`config.mk`:
```
export PLATFORM = sky130hd
export DESIGN_NAME = indexed_insert_erase_array
export DESIGN_NICKNAME = d
export VERILOG_FILES = /design/src/hdl/iiea_pkg.sv /design/src/hdl/indexed_insert_erase_array.sv /design/src/hdl/iiea_ctrl.sv /design/src/hdl/iiea_dpath.sv
export SDC_FILE = /design/constraint.sdc
export NUM_CORES = 1
export LEC_CHECK = 0
export BUFFER_PORTS_ARGS = -buffer_cell sky130_fd_sc_hd__buf_2
export CORE_MARGIN = 4
export CORE_UTILIZATION = 45
export DETAILED_ROUTE_END_ITERATION = 8
export SYNTH_ARGS = -nofsm -noshare
export SYNTH_HDL_FRONTEND = slang
export SYNTH_SLANG_ARGS = --single-unit
```
`constraint.sdc`:
```
create_clock -name clk -period 8.8 [get_ports clk]
set_clock_uncertainty 0.05 [all_clocks]
set_input_delay 1.76 -clock clk [delete_from_list [all_inputs] [get_ports clk]]
set_output_delay 1.76 -clock clk [all_outputs]
set_load 0.02 [all_outputs]
```
`src/hdl/iiea_pkg.sv`:
```
// shared types and constants for the indexed insert/erase array
// no dependencies
`timescale 1ns / 1ps
`default_nettype none

package iiea_pkg;

  // storage depth of the list
  localparam int CAPACITY = 16;

  // field widths fixed by the item format
  localparam int FUNC_W  = 2;
  localparam int POS_W   = 6;
  localparam int DATA_W  = 32;
  localparam int CNT_W   = 7;
  localparam int IDX_W   = 6;

  // width of the readout pointer into the entry chain
  localparam int PTR_W = (CAPACITY > 1) ? $clog2(CAPACITY) : 1;

  localparam logic [CNT_W-1:0] CAP_CNT = CNT_W'(CAPACITY);

  typedef enum logic [FUNC_W-1:0] {
    FUNC_INSERT = 2'd0,
    FUNC_ERASE  = 2'd1,
    FUNC_DUMP   = 2'd2
  } func_t;

  typedef enum logic {
    ST_IDLE = 1'b0,
    ST_DUMP = 1'b1
  } state_t;

  // controller to datapath
  typedef struct packed {
    logic exec;       // run insert, erase, empty dump or unused code now
    logic dump_step;  // emit the entry at the readout pointer
  } iiea_cmd_t;

  // datapath to controller
  typedef struct packed {
    logic count_zero;
    logic dump_last;
  } iiea_sts_t;

endpackage

`default_nettype wire

```
`src/hdl/indexed_insert_erase_array.sv`:
```
// top level of the indexed insert/erase array
// depends on iiea_pkg, iiea_ctrl and iiea_dpath
`timescale 1ns / 1ps
`default_nettype none

// Ordered list of up to CAPACITY signed 32-bit entries held in a register
// chain. An item is taken when start is high and busy is low. Insert and
// erase move the whole chain at once: their single result shows on the
// result ports in the cycle after the item is taken, with done high, and the
// next item may be taken in that same cycle, so these run at one item per
// cycle. A dump of n entries keeps busy high while it walks the chain and
// reads one entry per cycle through the chain readout mux into the result
// registers once the state has moved to dump; n results, on consecutive
// cycles; the last one carries last. A dump of an empty list, and the unused
// function code, give one result like insert and erase. Results must be
// taken in the cycle they appear: there is no way to stall them.
module indexed_insert_erase_array import iiea_pkg::*; (
  input  wire logic                     clk,
  input  wire logic                     rst,
  input  wire logic                     start,
  output logic                          busy,
  input  wire logic [FUNC_W-1:0]        func,
  input  wire logic [POS_W-1:0]         position,
  input  wire logic signed [DATA_W-1:0] value,
  output logic                          done,
  output logic                          ok,
  output logic [CNT_W-1:0]              count,
  output logic signed [DATA_W-1:0]      element,
  output logic [IDX_W-1:0]              element_index,
  output logic                          element_valid,
  output logic                          last
);

  iiea_cmd_t cmd;
  iiea_sts_t sts;

  iiea_ctrl u_ctrl (
    .clk   (clk),
    .rst   (rst),
    .start (start),
    .func  (func),
    .sts   (sts),
    .cmd   (cmd),
    .busy  (busy)
  );

  iiea_dpath u_dpath (
    .clk           (clk),
    .rst           (rst),
    .cmd           (cmd),
    .func          (func),
    .position      (position),
    .value         (value),
    .sts           (sts),
    .done          (done),
    .ok            (ok),
    .count         (count),
    .element       (element),
    .element_index (element_index),
    .element_valid (element_valid),
    .last          (last)
  );

endmodule

`default_nettype wire

```
`src/hdl/iiea_ctrl.sv`:
```
// controller state machine for the indexed insert/erase array
// depends on iiea_pkg
`timescale 1ns / 1ps
`default_nettype none

module iiea_ctrl import iiea_pkg::*; (
  input  wire logic              clk,
  input  wire logic              rst,
  input  wire logic              start,
  input  wire logic [FUNC_W-1:0] func,
  input  wire iiea_sts_t         sts,
  output iiea_cmd_t              cmd,
  output logic                   busy
);

  state_t state;
  state_t state_next;

  always_ff @(posedge clk) begin
    if (rst) begin
      state <= ST_IDLE;
    end else begin
      state <= state_next;
    end
  end

  always_comb begin
    state_next    = state;
    cmd.exec      = 1'b0;
    cmd.dump_step = 1'b0;
    busy          = 1'b0;
    unique case (state)
      ST_IDLE: begin
        if (start) begin
          // a dump of a non-empty list walks the chain, all else is one result
          if (func == FUNC_DUMP && !sts.count_zero) begin
            state_next = ST_DUMP;
          end else begin
            cmd.exec = 1'b1;
          end
        end
      end
      ST_DUMP: begin
        busy          = 1'b1;
        cmd.dump_step = 1'b1;
        if (sts.dump_last) begin
          state_next = ST_IDLE;
        end
      end
      default: begin
        state_next = ST_IDLE;
      end
    endcase
  end

endmodule

`default_nettype wire

```
`src/hdl/iiea_dpath.sv`:
```
// entry chain, length count, readout pointer and result registers
// depends on iiea_pkg
`timescale 1ns / 1ps
`default_nettype none

module iiea_dpath import iiea_pkg::*; (
  input  wire logic                     clk,
  input  wire logic                     rst,
  input  wire iiea_cmd_t                cmd,
  input  wire logic [FUNC_W-1:0]        func,
  input  wire logic [POS_W-1:0]         position,
  input  wire logic signed [DATA_W-1:0] value,
  output iiea_sts_t                     sts,
  output logic                          done,
  output logic                          ok,
  output logic [CNT_W-1:0]              count,
  output logic signed [DATA_W-1:0]      element,
  output logic [IDX_W-1:0]              element_index,
  output logic                          element_valid,
  output logic                          last
);

  logic signed [DATA_W-1:0] entry [CAPACITY];
  logic signed [DATA_W-1:0] entry_below [CAPACITY];
  logic signed [DATA_W-1:0] entry_above [CAPACITY];
  logic [CNT_W-1:0]         entry_count;
  logic [CNT_W-1:0]         entry_count_next;
  logic [PTR_W-1:0]         ptr;
  logic [CNT_W-1:0]         pos_ext;
  logic                     ins_ok;
  logic                     ers_ok;
  logic                     do_ins;
  logic                     do_ers;
  logic                     op_ok;

  assign pos_ext = CNT_W'(position);
  assign ins_ok  = (entry_count < CAP_CNT) && (pos_ext <= entry_count);
  assign ers_ok  = (entry_count != '0) && (pos_ext < entry_count);
  assign do_ins  = cmd.exec && (func == FUNC_INSERT) && ins_ok;
  assign do_ers  = cmd.exec && (func == FUNC_ERASE) && ers_ok;

  assign sts.count_zero = (entry_count == '0);
  assign sts.dump_last  = ((CNT_W'(ptr) + CNT_W'(1)) == entry_count);

  always_comb begin
    op_ok            = 1'b0;
    entry_count_next = entry_count;
    unique case (func)
      FUNC_INSERT: begin
        op_ok = ins_ok;
        if (ins_ok) begin
          entry_count_next = entry_count + CNT_W'(1);
        end
      end
      FUNC_ERASE: begin
        op_ok = ers_ok;
        if (ers_ok) begin
          entry_count_next = entry_count - CNT_W'(1);
        end
      end
      FUNC_DUMP: begin
        // only an empty list reaches here
        op_ok = 1'b1;
      end
      default: begin
        op_ok = 1'b0;
      end
    endcase
  end

  // neighbor taps of the chain, ends tied off
  for (genvar g = 0; g < CAPACITY; g++) begin : g_tap
    if (g == 0) begin : g_first
      assign entry_below[g] = value;
    end else begin : g_mid
      assign entry_below[g] = entry[g-1];
    end
    if (g == CAPACITY - 1) begin : g_top
      assign entry_above[g] = entry[g];
    end else begin : g_inner
      assign entry_above[g] = entry[g+1];
    end

    always_ff @(posedge clk) begin
      if (do_ins) begin
        if (CNT_W'(g) == pos_ext) begin
          entry[g] <= value;
        end else if (CNT_W'(g) > pos_ext) begin
          entry[g] <= entry_below[g];
        end
      end else if (do_ers) begin
        if (CNT_W'(g) >= pos_ext) begin
          entry[g] <= entry_above[g];
        end
      end
    end
  end

  always_ff @(posedge clk) begin
    if (rst) begin
      entry_count <= '0;
      ptr         <= '0;
      done        <= 1'b0;
    end else begin
      done <= cmd.exec || cmd.dump_step;
      if (cmd.exec) begin
        entry_count <= entry_count_next;
      end
      if (cmd.dump_step) begin
        ptr <= sts.dump_last ? '0 : ptr + PTR_W'(1);
      end
    end
  end

  always_ff @(posedge clk) begin
    if (cmd.dump_step) begin
      ok            <= 1'b1;
      count         <= entry_count;
      element       <= entry[ptr];
      element_index <= IDX_W'(ptr);
      element_valid <= 1'b1;
      last          <= sts.dump_last;
    end else if (cmd.exec) begin
      ok            <= op_ok;
      count         <= entry_count_next;
      element       <= '0;
      element_index <= '0;
      element_valid <= 1'b0;
      last          <= 1'b1;
    end
  end

endmodule

`default_nettype wire

```
==> results of run 1 <==
==> cells in the mapped netlist, types with 12 or more instances <==
master / n
sky130_fd_sc_hd__a31oi_1: 35
sky130_fd_sc_hd__dfxtp_1: 19
sky130_fd_sc_hd__buf_4: 29
sky130_fd_sc_hd__buf_2: 25
sky130_fd_sc_hd__buf_1: 15
sky130_fd_sc_hd__mux2i_1: 384
sky130_fd_sc_hd__nand2_1: 496
sky130_fd_sc_hd__and2_1: 38
sky130_fd_sc_hd__a21oi_1: 41
sky130_fd_sc_hd__a22oi_1: 35
sky130_fd_sc_hd__buf_6: 13
sky130_fd_sc_hd__clkbuf_1: 153
sky130_fd_sc_hd__nand3_1: 12
sky130_fd_sc_hd__o21ai_0: 302
sky130_fd_sc_hd__nor2_1: 100
sky130_fd_sc_hd__o21ai_1: 55
sky130_fd_sc_hd__mux2_2: 63
sky130_fd_sc_hd__mux4_2: 160
sky130_fd_sc_hd__edfxtp_1: 556
==> worst max-delay path, delay by kind of cell <==
kind | cells | cell delay [ns]
AOI/OAI and AO/OA | 2 | 0.40
adders and majority gates | 1 | 0.31
buffers and inverters | 1 | 0.27
and+or+nand+nor | 3 | 2.57
==> state kept, by name, summed over array words and instances (netlist names), named ones only <==
signal and flops:
u_dpath.last 1, u_dpath.ok 1, u_dpath.count 7, u_dpath.entry 512
u_dpath.element_index 4, u_dpath.ptr 4, u_dpath.entry_count 7, u_dpath.element_valid 1
u_dpath.element 32, u_dpath.done 1, u_ctrl.state 1
==> final timing paths <==
check | from | to | slack (ns) | cells past startpoint
setup / recovery | position[2] | u_dpath.entry[11][16] | 3.61 | 7
hold / removal | u_dpath.element_valid | u_dpath.element_valid | 0.45 | 2
setup reg to reg | u_dpath.entry_count[4] | u_dpath.entry[11][16] | 4.19 | 7
hold reg to reg | u_dpath.element_valid | u_dpath.element_valid | 0.45 | 2
==> routing by layer <==
metal / wire length, um / GRT usage / vias up / part of all wire
met5: 0 / 0 / - / 0
met4: 3600 / 0.0944 / 0 / 0.036
met3: 7150 / 0.0365 / 194 / 0.072
met2: 48500 / 0.425 / 1073 / 0.49
met1: 40600 / 0.345 / 11700 / 0.41
li1: - / - / 9969 / -
==> cell type report <==
class | instances | area (sq um) | area share
diodes | 1 | 2.50 | 0.0000704
inverters | 9 | 33.8 | 0.000950
clock buffers | 96 | 1880 | 0.0529
clock inverters | 18 | 85.1 | 0.00239
flip-flops and latches | 575 | 17100 | 0.481
repair buffers | 143 | 848 | 0.0239
multi-input cells | 1841 | 14400 | 0.406
well taps | 950 | 1190 | 0.0334
==> power groups by stage <==
stage          combinational [W]  sequential (W)  clock [W]
3_5_place_dp            0.000315         0.00310          0
6_report                0.000314         0.00304    0.00261
3_3_place_gp            0.000302         0.00310          0
5_1_grt                 0.000347         0.00304    0.00278
2_1_floorplan           0.000199         0.00311          0
4_1_cts                 0.000315         0.00304    0.00266
==> kinds of logic after synthesis <==
family	after synthesis	share of synthesized area
AO/OA/AOI/OAI	495	0.0830
XOR/XNOR	12	0.00325
adder cells (fa/ha/maj)	10	0.00386
buffers and inverters	244	0.0356
flip-flops	575	0.527
multiplexers	608	0.252
other	1	0.000116
AND/OR/NAND/NOR	714	0.0947
==> through the flow <==
| stage | cells | hold WS [ns] |
|---|---|---|
| detailed placement | 3518 | 0.433 |
| floorplan | 2660 | 0.434 |
| global route | 3632 | 0.464 |
| global placement | 3518 | 0.400 |
| finish | 3633 | 0.449 |
| CTS | 3632 | 0.445 |
==> metrics.yaml, run 1 <==
io-pin-count: 93
final_max_slew_viol_count: 0
buffer_ports.inserted: 90
layout_worst_path_cycle_share: 0.590
ctsLongestPathBuffers: 3
power.sequential.fraction: 0.510
wp_data_required_ns: 8.96
dieWidth_um: 276
slew_headroom: 0.205
routed_via_density: 6.31
result_of_the_run: "finished clean"
max_freq_ghz: 0.193
number_of_antenna_violations_at_the_first_check_in_global_routing: 1
post-synth-top-area-fraction: 0.516
post-cts-setup-buffers: 0
worstPathArrival_ns: 5.36
p_comb_frac: 0.053
cts_sinks: 575
overflow: 0
clock_tree.htree_level_count: 3
setup_total_negative_slack_ns: 0
rsz0062_at_grt: "false"
synth.ff_latch_count: 575
cts_repair_resize_count: 0
p_int_w: 0.00463
synth_edf_count: 556
ir_drop_mv: 0.121
worst_skew_pair.late_latency_ns: 0.60
worstSetupStartpointType: "input port"
synthesis.yosys.warnings: 0
pwrdens_nw_per_um2: 168
hold_class: "reg2reg"
setup-violations-final: 0
post-route-drc-count: 0
static-leakage-power_nw: 12.9
mostFrequentLayoutCell: "sky130_fd_sc_hd__edfxtp_1"
dr_total_vias: 22900
period_needed_ns: 5.19
grt_usage: 0.256
antenna_violating_nets_post_route: 0
area_growth_syn_to_layout_pct: 9.76
timing_worst_slew_pin_value_ns: 1.18
netSwitchingPower_w: 0.00134
synth_flop_cell: "sky130_fd_sc_hd__edfxtp_1"
die_height_um: 276
worstPathMaxFanout: 65
layout_common_cells: "sky130_fd_sc_hd__edfxtp_1 (556), sky130_fd_sc_hd__nand2_1 (493), sky130_fd_sc_hd__mux2i_1 (384)"
power.share.switching: 0.224
endpoint_kind: "register"
final_routed_wirelength_across_all_metal_layers_um: 99900
critical-path-max-stage-delay_ns: 1.14
grt_first_pass_wirelength_um: 150000
dp_worst_setup_slack_ns: 2.99
die_area_sq_um: 76300
dp_hpwl_um: 56100
tritoncts: "yes"
yosysTopAreaCell: "sky130_fd_sc_hd__edfxtp_1"
ys_types: 60
finish.utilization: 0.498
floorplan.core_area_sq_um: 71400
detailedRoute.firstIterationViolations: 2443
final_nets: 2690
placement.cell_area_sq_um: 33600
part_of_the_yosys_area_used_for_sequential_elements: 0.527
initial_utilization: 0.454
cap_violations: 0
post_route_cells_drive_above_1_share: 0.190
clkTransAtPathRegs_ns: 0.06
post_drt_wl_per_cell_um: 27.5
gp_congestion: 0.860
crit_chain: "buf_2, ha_1, a21oi_1, a21o_1, and3_1, nand3_4, nand2_2"
power.share.clock: 0.437
syn_inst: 2659
finalPower_w: 0.00596
cts_inserted_buffers: 67
timing.critical_path.slowest_stage_cell: "sky130_fd_sc_hd__nand2_2"
synth_area_leaders: "sky130_fd_sc_hd__edfxtp_1 (52%), sky130_fd_sc_hd__mux2i_1 (12%), sky130_fd_sc_hd__mux4_2 (11%)"
num-fill-cells: 6281
postSynthAreaPerCell_sq_um: 12.2
rows: 98
detail_route.first_pass.iterations: 8
finalWorstSetupSlack_ns: 3.61
final_area_sq_um: 35500
timing_hold_violations_final: 0
grt_start_max_net_pins: 66
syn-cell-area_sq_um: 32400
async_flop_share: 0
first_global_vias: 22900
clock_tree.root_cell: "sky130_fd_sc_hd__clkbuf_16"
path_class: "in2reg"
holdBufCountCts: 0
No activity file was read; power rests on OpenSTA's default activity.
==> inputs of run 2 (changes only) <==
clock period = 5.1 ns   (was 8.8 ns; I/O delays follow)
==> metrics.yaml, run 2 (synthesis gave the netlist of run 1 again) <==
result_of_the_run: "finished clean"
endpoint_kind: "register"
post-cts-setup-buffers: 0
ir_drop_mv: 0.211
post_route_cells_drive_above_1_share: 0.203
worstPathMaxFanout: 32
floorplan.core_area_sq_um: 71400
grt_first_pass_wirelength_um: 152000
final_routed_wirelength_across_all_metal_layers_um: 102000
first_global_vias: 23300
largest_register_ff_count: 512
clock_tree.htree_level_count: 3
slew_headroom: 0.259
rows: 98
placement.cell_area_sq_um: 34000
layout_common_cells: "sky130_fd_sc_hd__edfxtp_1 (556), sky130_fd_sc_hd__nand2_1 (493), sky130_fd_sc_hd__mux2i_1 (384)"
layout_worst_path_cycle_share: 0.772
pwrdens_nw_per_um2: 291
worst_skew_pair.late_latency_ns: 0.62
routed_via_density: 6.30
grt_start_max_net_pins: 65
gp_congestion: 0.858
clkTransAtPathRegs_ns: 0.06
timing_hold_violations_final: 0
grt_usage: 0.261
r2r.worst_path.cells: 8
finalWorstSetupSlack_ns: 1.16
worstPathArrival_ns: 4.12
final_max_slew_viol_count: 0
io-pin-count: 93
clock_tree.root_cell: "sky130_fd_sc_hd__clkbuf_16"
post_drt_wl_per_cell_um: 27.7
rsz0062_at_grt: "false"
dp_hpwl_um: 62100
top_regs: "u_dpath.entry (512), u_dpath.element (32)"
registers.top_by_ff_count: "u_dpath.entry"
ctsLongestPathBuffers: 3
hold_class: "reg2reg"
antenna_cells: 0
static-leakage-power_nw: 13.2
setup_total_negative_slack_ns: 0
detailedRoute.firstIterationViolations: 2453
worstSetupStartpointType: "register"
post-route-drc-count: 0
period_needed_ns: 3.94
overflow: 0
path_class: "reg2reg"
setup-violations-final: 0
number_of_antenna_violations_at_the_first_check_in_global_routing: 3
wp_data_required_ns: 5.28
mostFrequentLayoutCell: "sky130_fd_sc_hd__edfxtp_1"
cap_violations: 0
final_area_sq_um: 36100
area_growth_syn_to_layout_pct: 11.6
finalPower_w: 0.0105
final_nets: 2725
cts_repair_resize_count: 0
die_area_sq_um: 76300
whs_path_depth: 2
dr_total_vias: 23100
holdBufCountCts: 0
max_freq_ghz: 0.254
cts_inserted_buffers: 69
die_height_um: 276
initial_utilization: 0.454
dp_worst_setup_slack_ns: 0.763
dieWidth_um: 276
tritoncts: "yes"
timing_worst_slew_pin_value_ns: 1.11
antenna_violating_nets_post_route: 0
cts_sinks: 575
detail_route.first_pass.iterations: 6
buffer_ports.inserted: 90
-- run 2: cell count changes in the layout (fill, tap and decap cells not counted), moves of 3 or more --
| cell | change |
|---|---|
| sky130_fd_sc_hd__clkinv_1 | +7 |
| sky130_fd_sc_hd__clkbuf_1 | -10 |
| sky130_fd_sc_hd__buf_12 | +16 |
| sky130_fd_sc_hd__bufinv_16 | +3 |
| sky130_fd_sc_hd__clkinv_2 | +3 |
| sky130_fd_sc_hd__buf_4 | +17 |
-- run 2: layer usage --
metal  wire, um  vias to the layer above  GRT usage
li1           -                    10100          -
met1      41300                    11800      0.350
met2      48600                     1083      0.428
met3       8110                      212     0.0486
met4       3840                        0     0.0964
met5          0                        -          0
-- run 2: area by class of cell --
| type | instances | area (sq um) |
|---|---|---|
| inverters | 9 | 33.8 |
| fillers | 6257 | 35200 |
| clock inverters | 37 | 283 |
| clock buffers | 86 | 1820 |
| flip-flops and latches | 575 | 17100 |
| well taps | 950 | 1190 |
| repair buffers | 176 | 1300 |
| multi-input cells | 1841 | 14400 |
-- run 2: critical path, cell delays in order (launching register included) --
cell	delay [ns]
sky130_fd_sc_hd__dfxtp_1	0.57
sky130_fd_sc_hd__inv_1	0.20
sky130_fd_sc_hd__ha_1	0.33
sky130_fd_sc_hd__a211oi_1	0.28
sky130_fd_sc_hd__or3_1	0.23
sky130_fd_sc_hd__and3_1	0.55
sky130_fd_sc_hd__o21ai_1	0.49
sky130_fd_sc_hd__a211oi_4	0.29
sky130_fd_sc_hd__buf_4	0.54
-- run 2: final timing paths --
check,from,end,slack (ns)
setup / recovery,u_dpath.entry_count[4],u_dpath.entry[8][16],1.16
setup reg to reg,u_dpath.entry_count[4],u_dpath.entry[8][16],1.16
hold reg to reg,u_dpath.element_valid,u_dpath.element_valid,0.42
hold / removal,u_dpath.element_valid,u_dpath.element_valid,0.42
-- run 2: stage by stage --
stage                      util  cells  hold slack, ns
after CTS                 0.506   3674           0.421
final                     0.506   3674           0.416
after floorplan               -   2660           0.434
after global placement    0.477   3551           0.397
after detailed placement  0.477   3551           0.410
after global routing      0.506   3674           0.452
-- run 2: where the power goes --
part           switching [W]  leakage (nW)  internal [W]
clock                0.00200          1.03       0.00269
combinational       0.000344          6.92      0.000210
sequential         0.0000257          5.21       0.00523
total                0.00237          13.2       0.00813
==> inputs of run 3 (changes only) <==
ABC_AREA = 1   (was unset)
clock period = 3.63 ns   (was 5.1 ns; I/O delays follow)
==> metrics.yaml, run 3 <==
result_of_the_run: "finished clean"
cts_inserted_buffers: 70
hold_class: "reg2reg"
tritoncts: "yes"
post-route-drc-count: 0
finish.utilization: 0.504
dp_worst_setup_slack_ns: 0.223
clock_tree.htree_level_count: 3
post_synth_xor_area_fraction: 0.00320
die_area_sq_um: 83600
worstPathMaxFanout: 32
clock_tree.root_cell: "sky130_fd_sc_hd__clkbuf_16"
post-cts-setup-buffers: 0
gp_congestion: 0.886
rsz0062_at_grt: "false"
syn-cell-area_sq_um: 35600
cts_repair_resize_count: 0
cap_violations: 0
registers.top_by_ff_count: "u_dpath.entry"
synthesis.yosys.warnings: 0
clkTransAtPathRegs_ns: 0.06
dieWidth_um: 289
synth_most_common_cell: "sky130_fd_sc_hd__nand2_1"
worst_skew_pair.late_latency_ns: 0.62
ctsLongestPathBuffers: 3
endpoint_kind: "register"
post_synth_most_frequent_cells: "sky130_fd_sc_hd__nand2_1 (2351), sky130_fd_sc_hd__edfxtp_1 (556), sky130_fd_sc_hd__nand3_1 (523)"
critical-path-max-stage-delay_ns: 0.49
p_comb_frac: 0.115
power.sequential.fraction: 0.465
static-leakage-power_nw: 17.1
post_route_cells_drive_above_1_share: 0.0804
num-fill-cells: 7646
register_area_sq_um: 17100
synth_top_family_by_area: "simple AND/OR/NAND/NOR gates"
detail_route.first_pass.iterations: 6
detailedRoute.firstIterationViolations: 4289
mostFrequentLayoutCell: "sky130_fd_sc_hd__nand2_1"
area_occupied_by_multi_input_gates_sq_um: 16500
timing.critical_path.slowest_stage_cell: "sky130_fd_sc_hd__dfxtp_1"
first_global_vias: 29700
yosys.area_share.simple: 0.357
rows: 102
largest_register_ff_count: 512
overflow: 0
ys_types: 39
yosysTopAreaCell: "sky130_fd_sc_hd__edfxtp_1"
io-pin-count: 93
worstSetupStartpointType: "register"
synth_edf_count: 556
max_freq_ghz: 0.302
routed_via_density: 5.62
grt_start_max_net_pins: 123
async_flop_share: 0
synth_area_leaders: "sky130_fd_sc_hd__edfxtp_1 (47%), sky130_fd_sc_hd__nand2_1 (25%), sky130_fd_sc_hd__nand3_1 (7.4%)"
final_routed_wirelength_across_all_metal_layers_um: 119000
ir_drop_mv: 0.266
setup-violations-final: 0
final_max_slew_viol_count: 0
slew_headroom: 0.314
syn_inst: 4871
netSwitchingPower_w: 0.00431
ff2ff_setup_slack_ns: 0.32
top_regs: "u_dpath.entry (512), u_dpath.element (32)"
dp_hpwl_um: 80300
setup_total_negative_slack_ns: 0
buffer_ports.inserted: 90
grt_usage: 0.278
pwrdens_nw_per_um2: 413
initial_utilization: 0.457
path_class: "reg2reg"
synth.ff_latch_count: 575
timing_worst_slew_pin_value_ns: 1.03
antenna_violating_nets_post_route: 0
part_of_the_yosys_area_used_for_sequential_elements: 0.480
timing_hold_violations_final: 0
grt_first_pass_wirelength_um: 184000
layout_common_cells: "sky130_fd_sc_hd__nand2_1 (2350), sky130_fd_sc_hd__edfxtp_1 (556), sky130_fd_sc_hd__nand3_1 (523)"
area_growth_syn_to_layout_pct: 10.3
layout_worst_path_cycle_share: 0.912
power.share.switching: 0.267
post_synth_mux_area_share: 0
holdBufCountCts: 0
yosys.area_share.adder: 0.00352
post-synth-top-area-fraction: 0.469
period_needed_ns: 3.31
die_height_um: 289
crit_chain: "inv_1, ha_1, nand2_1, nor3_2, nand3_1, a21oi_1, nand3_1, buf_4, a211oi_4, buf_12"
dr_total_vias: 32800
floorplan.core_area_sq_um: 77800
synth_flop_cell: "sky130_fd_sc_hd__edfxtp_1"
number_of_antenna_violations_at_the_first_check_in_global_routing: 2
cts_sinks: 575
wp_data_required_ns: 3.86
post_drt_wl_per_cell_um: 20.4
final_nets: 4801
cp_dominant_cell_by_count: "sky130_fd_sc_hd__nand3_1"
power.share.clock: 0.419
worstPathArrival_ns: 3.54
synth_compound_gate_area_share: 0.0944
p_int_w: 0.0119
postSynthAreaPerCell_sq_um: 7.30
finalWorstSetupSlack_ns: 0.318
-- run 3: cell count changes after synthesis, moves of 109 or more --
cell / previous run / this run
sky130_fd_sc_hd__nand2_1: 496 / 2351
sky130_fd_sc_hd__nand3_1: 12 / 523
sky130_fd_sc_hd__mux2i_1: 384 / 0
sky130_fd_sc_hd__mux4_2: 160 / 0
sky130_fd_sc_hd__nor2_1: 100 / 259
sky130_fd_sc_hd__buf_2: 25 / 134
-- run 3: power groups by stage --
| stage | clock, W | combinational (W) | sequential, W |
|---|---|---|---|
| 4_1_cts | 0.00691 | 0.00184 | 0.00752 |
| 5_1_grt | 0.00717 | 0.00207 | 0.00753 |
| 2_1_floorplan | 0 | 0.00120 | 0.00772 |
| 3_5_place_dp | 0 | 0.00183 | 0.00766 |
| 3_3_place_gp | 0 | 0.00181 | 0.00766 |
| 6_report | 0.00678 | 0.00187 | 0.00753 |
-- run 3: final timing paths --
path,startpoint,endpoint,depth (start not counted)
max,u_dpath.entry_count[3],u_dpath.entry[14][12],10
min,u_dpath.element_valid,u_dpath.element_valid,2
min reg2reg,u_dpath.element_valid,u_dpath.element_valid,2
max reg2reg,u_dpath.entry_count[3],u_dpath.entry[14][12],10
-- run 3: cells by family (layout without fill, tap and decap cells) --
group                    Yosys count  count (layout)
flip-flops                       575             575
AND/OR/NAND/NOR                 3170            3170
buffers and inverters            523             451
other                              1               3
XOR/XNOR                          13              13
adder cells (fa/ha/maj)           10              10
AO/OA/AOI/OAI                    579             579
-- run 3: worst max-delay path: cells and delay by family, from the launching register on --
| kind | cells | cell delay, ns |
|---|---|---|
| AOI/OAI and AO/OA | 2 | 0.66 |
| buffers and inverters | 3 | 0.78 |
| DFF | 1 | 0.49 |
| and+or+nand+nor | 4 | 0.62 |
| adders and majority gates | 1 | 0.34 |
-- run 3: final cells by class --
class                      instances  share of cell area
timing repair buffer             216              0.0458
clock buffer                      87              0.0479
multi-input combinational       3774               0.420
clock inverter                    37             0.00686
antenna                            1           0.0000638
inverter                         111              0.0108
sequential                       575               0.436
tap                             1040              0.0332
-- run 3: metrics by stage --
| stage | hold slack, ns | power [W] | cell area, sq um | instances |
|---|---|---|---|---|
| floorplan | 0.439 | 0.00892 | 35600 | 4872 |
| global placement | 0.409 | 0.00947 | 37100 | 5716 |
| detailed placement | 0.416 | 0.00950 | 37100 | 5716 |
| CTS | 0.392 | 0.0163 | 39200 | 5840 |
| global route | 0.438 | 0.0168 | 39200 | 5841 |
| finish | 0.428 | 0.0162 | 39200 | 5841 |
-- run 3: per-layer routing --
layer | up-vias | GRT usage | part of all wire | wire length (um)
li1 | 15900 | - | - | -
met4 | 2 | 0.0654 | 0.019 | 2240
met2 | 1570 | 0.419 | 0.43 | 51100
met5 | - | 0 | 0.00011 | 13
met1 | 15200 | 0.424 | 0.46 | 54500
met3 | 168 | 0.0413 | 0.094 | 11200
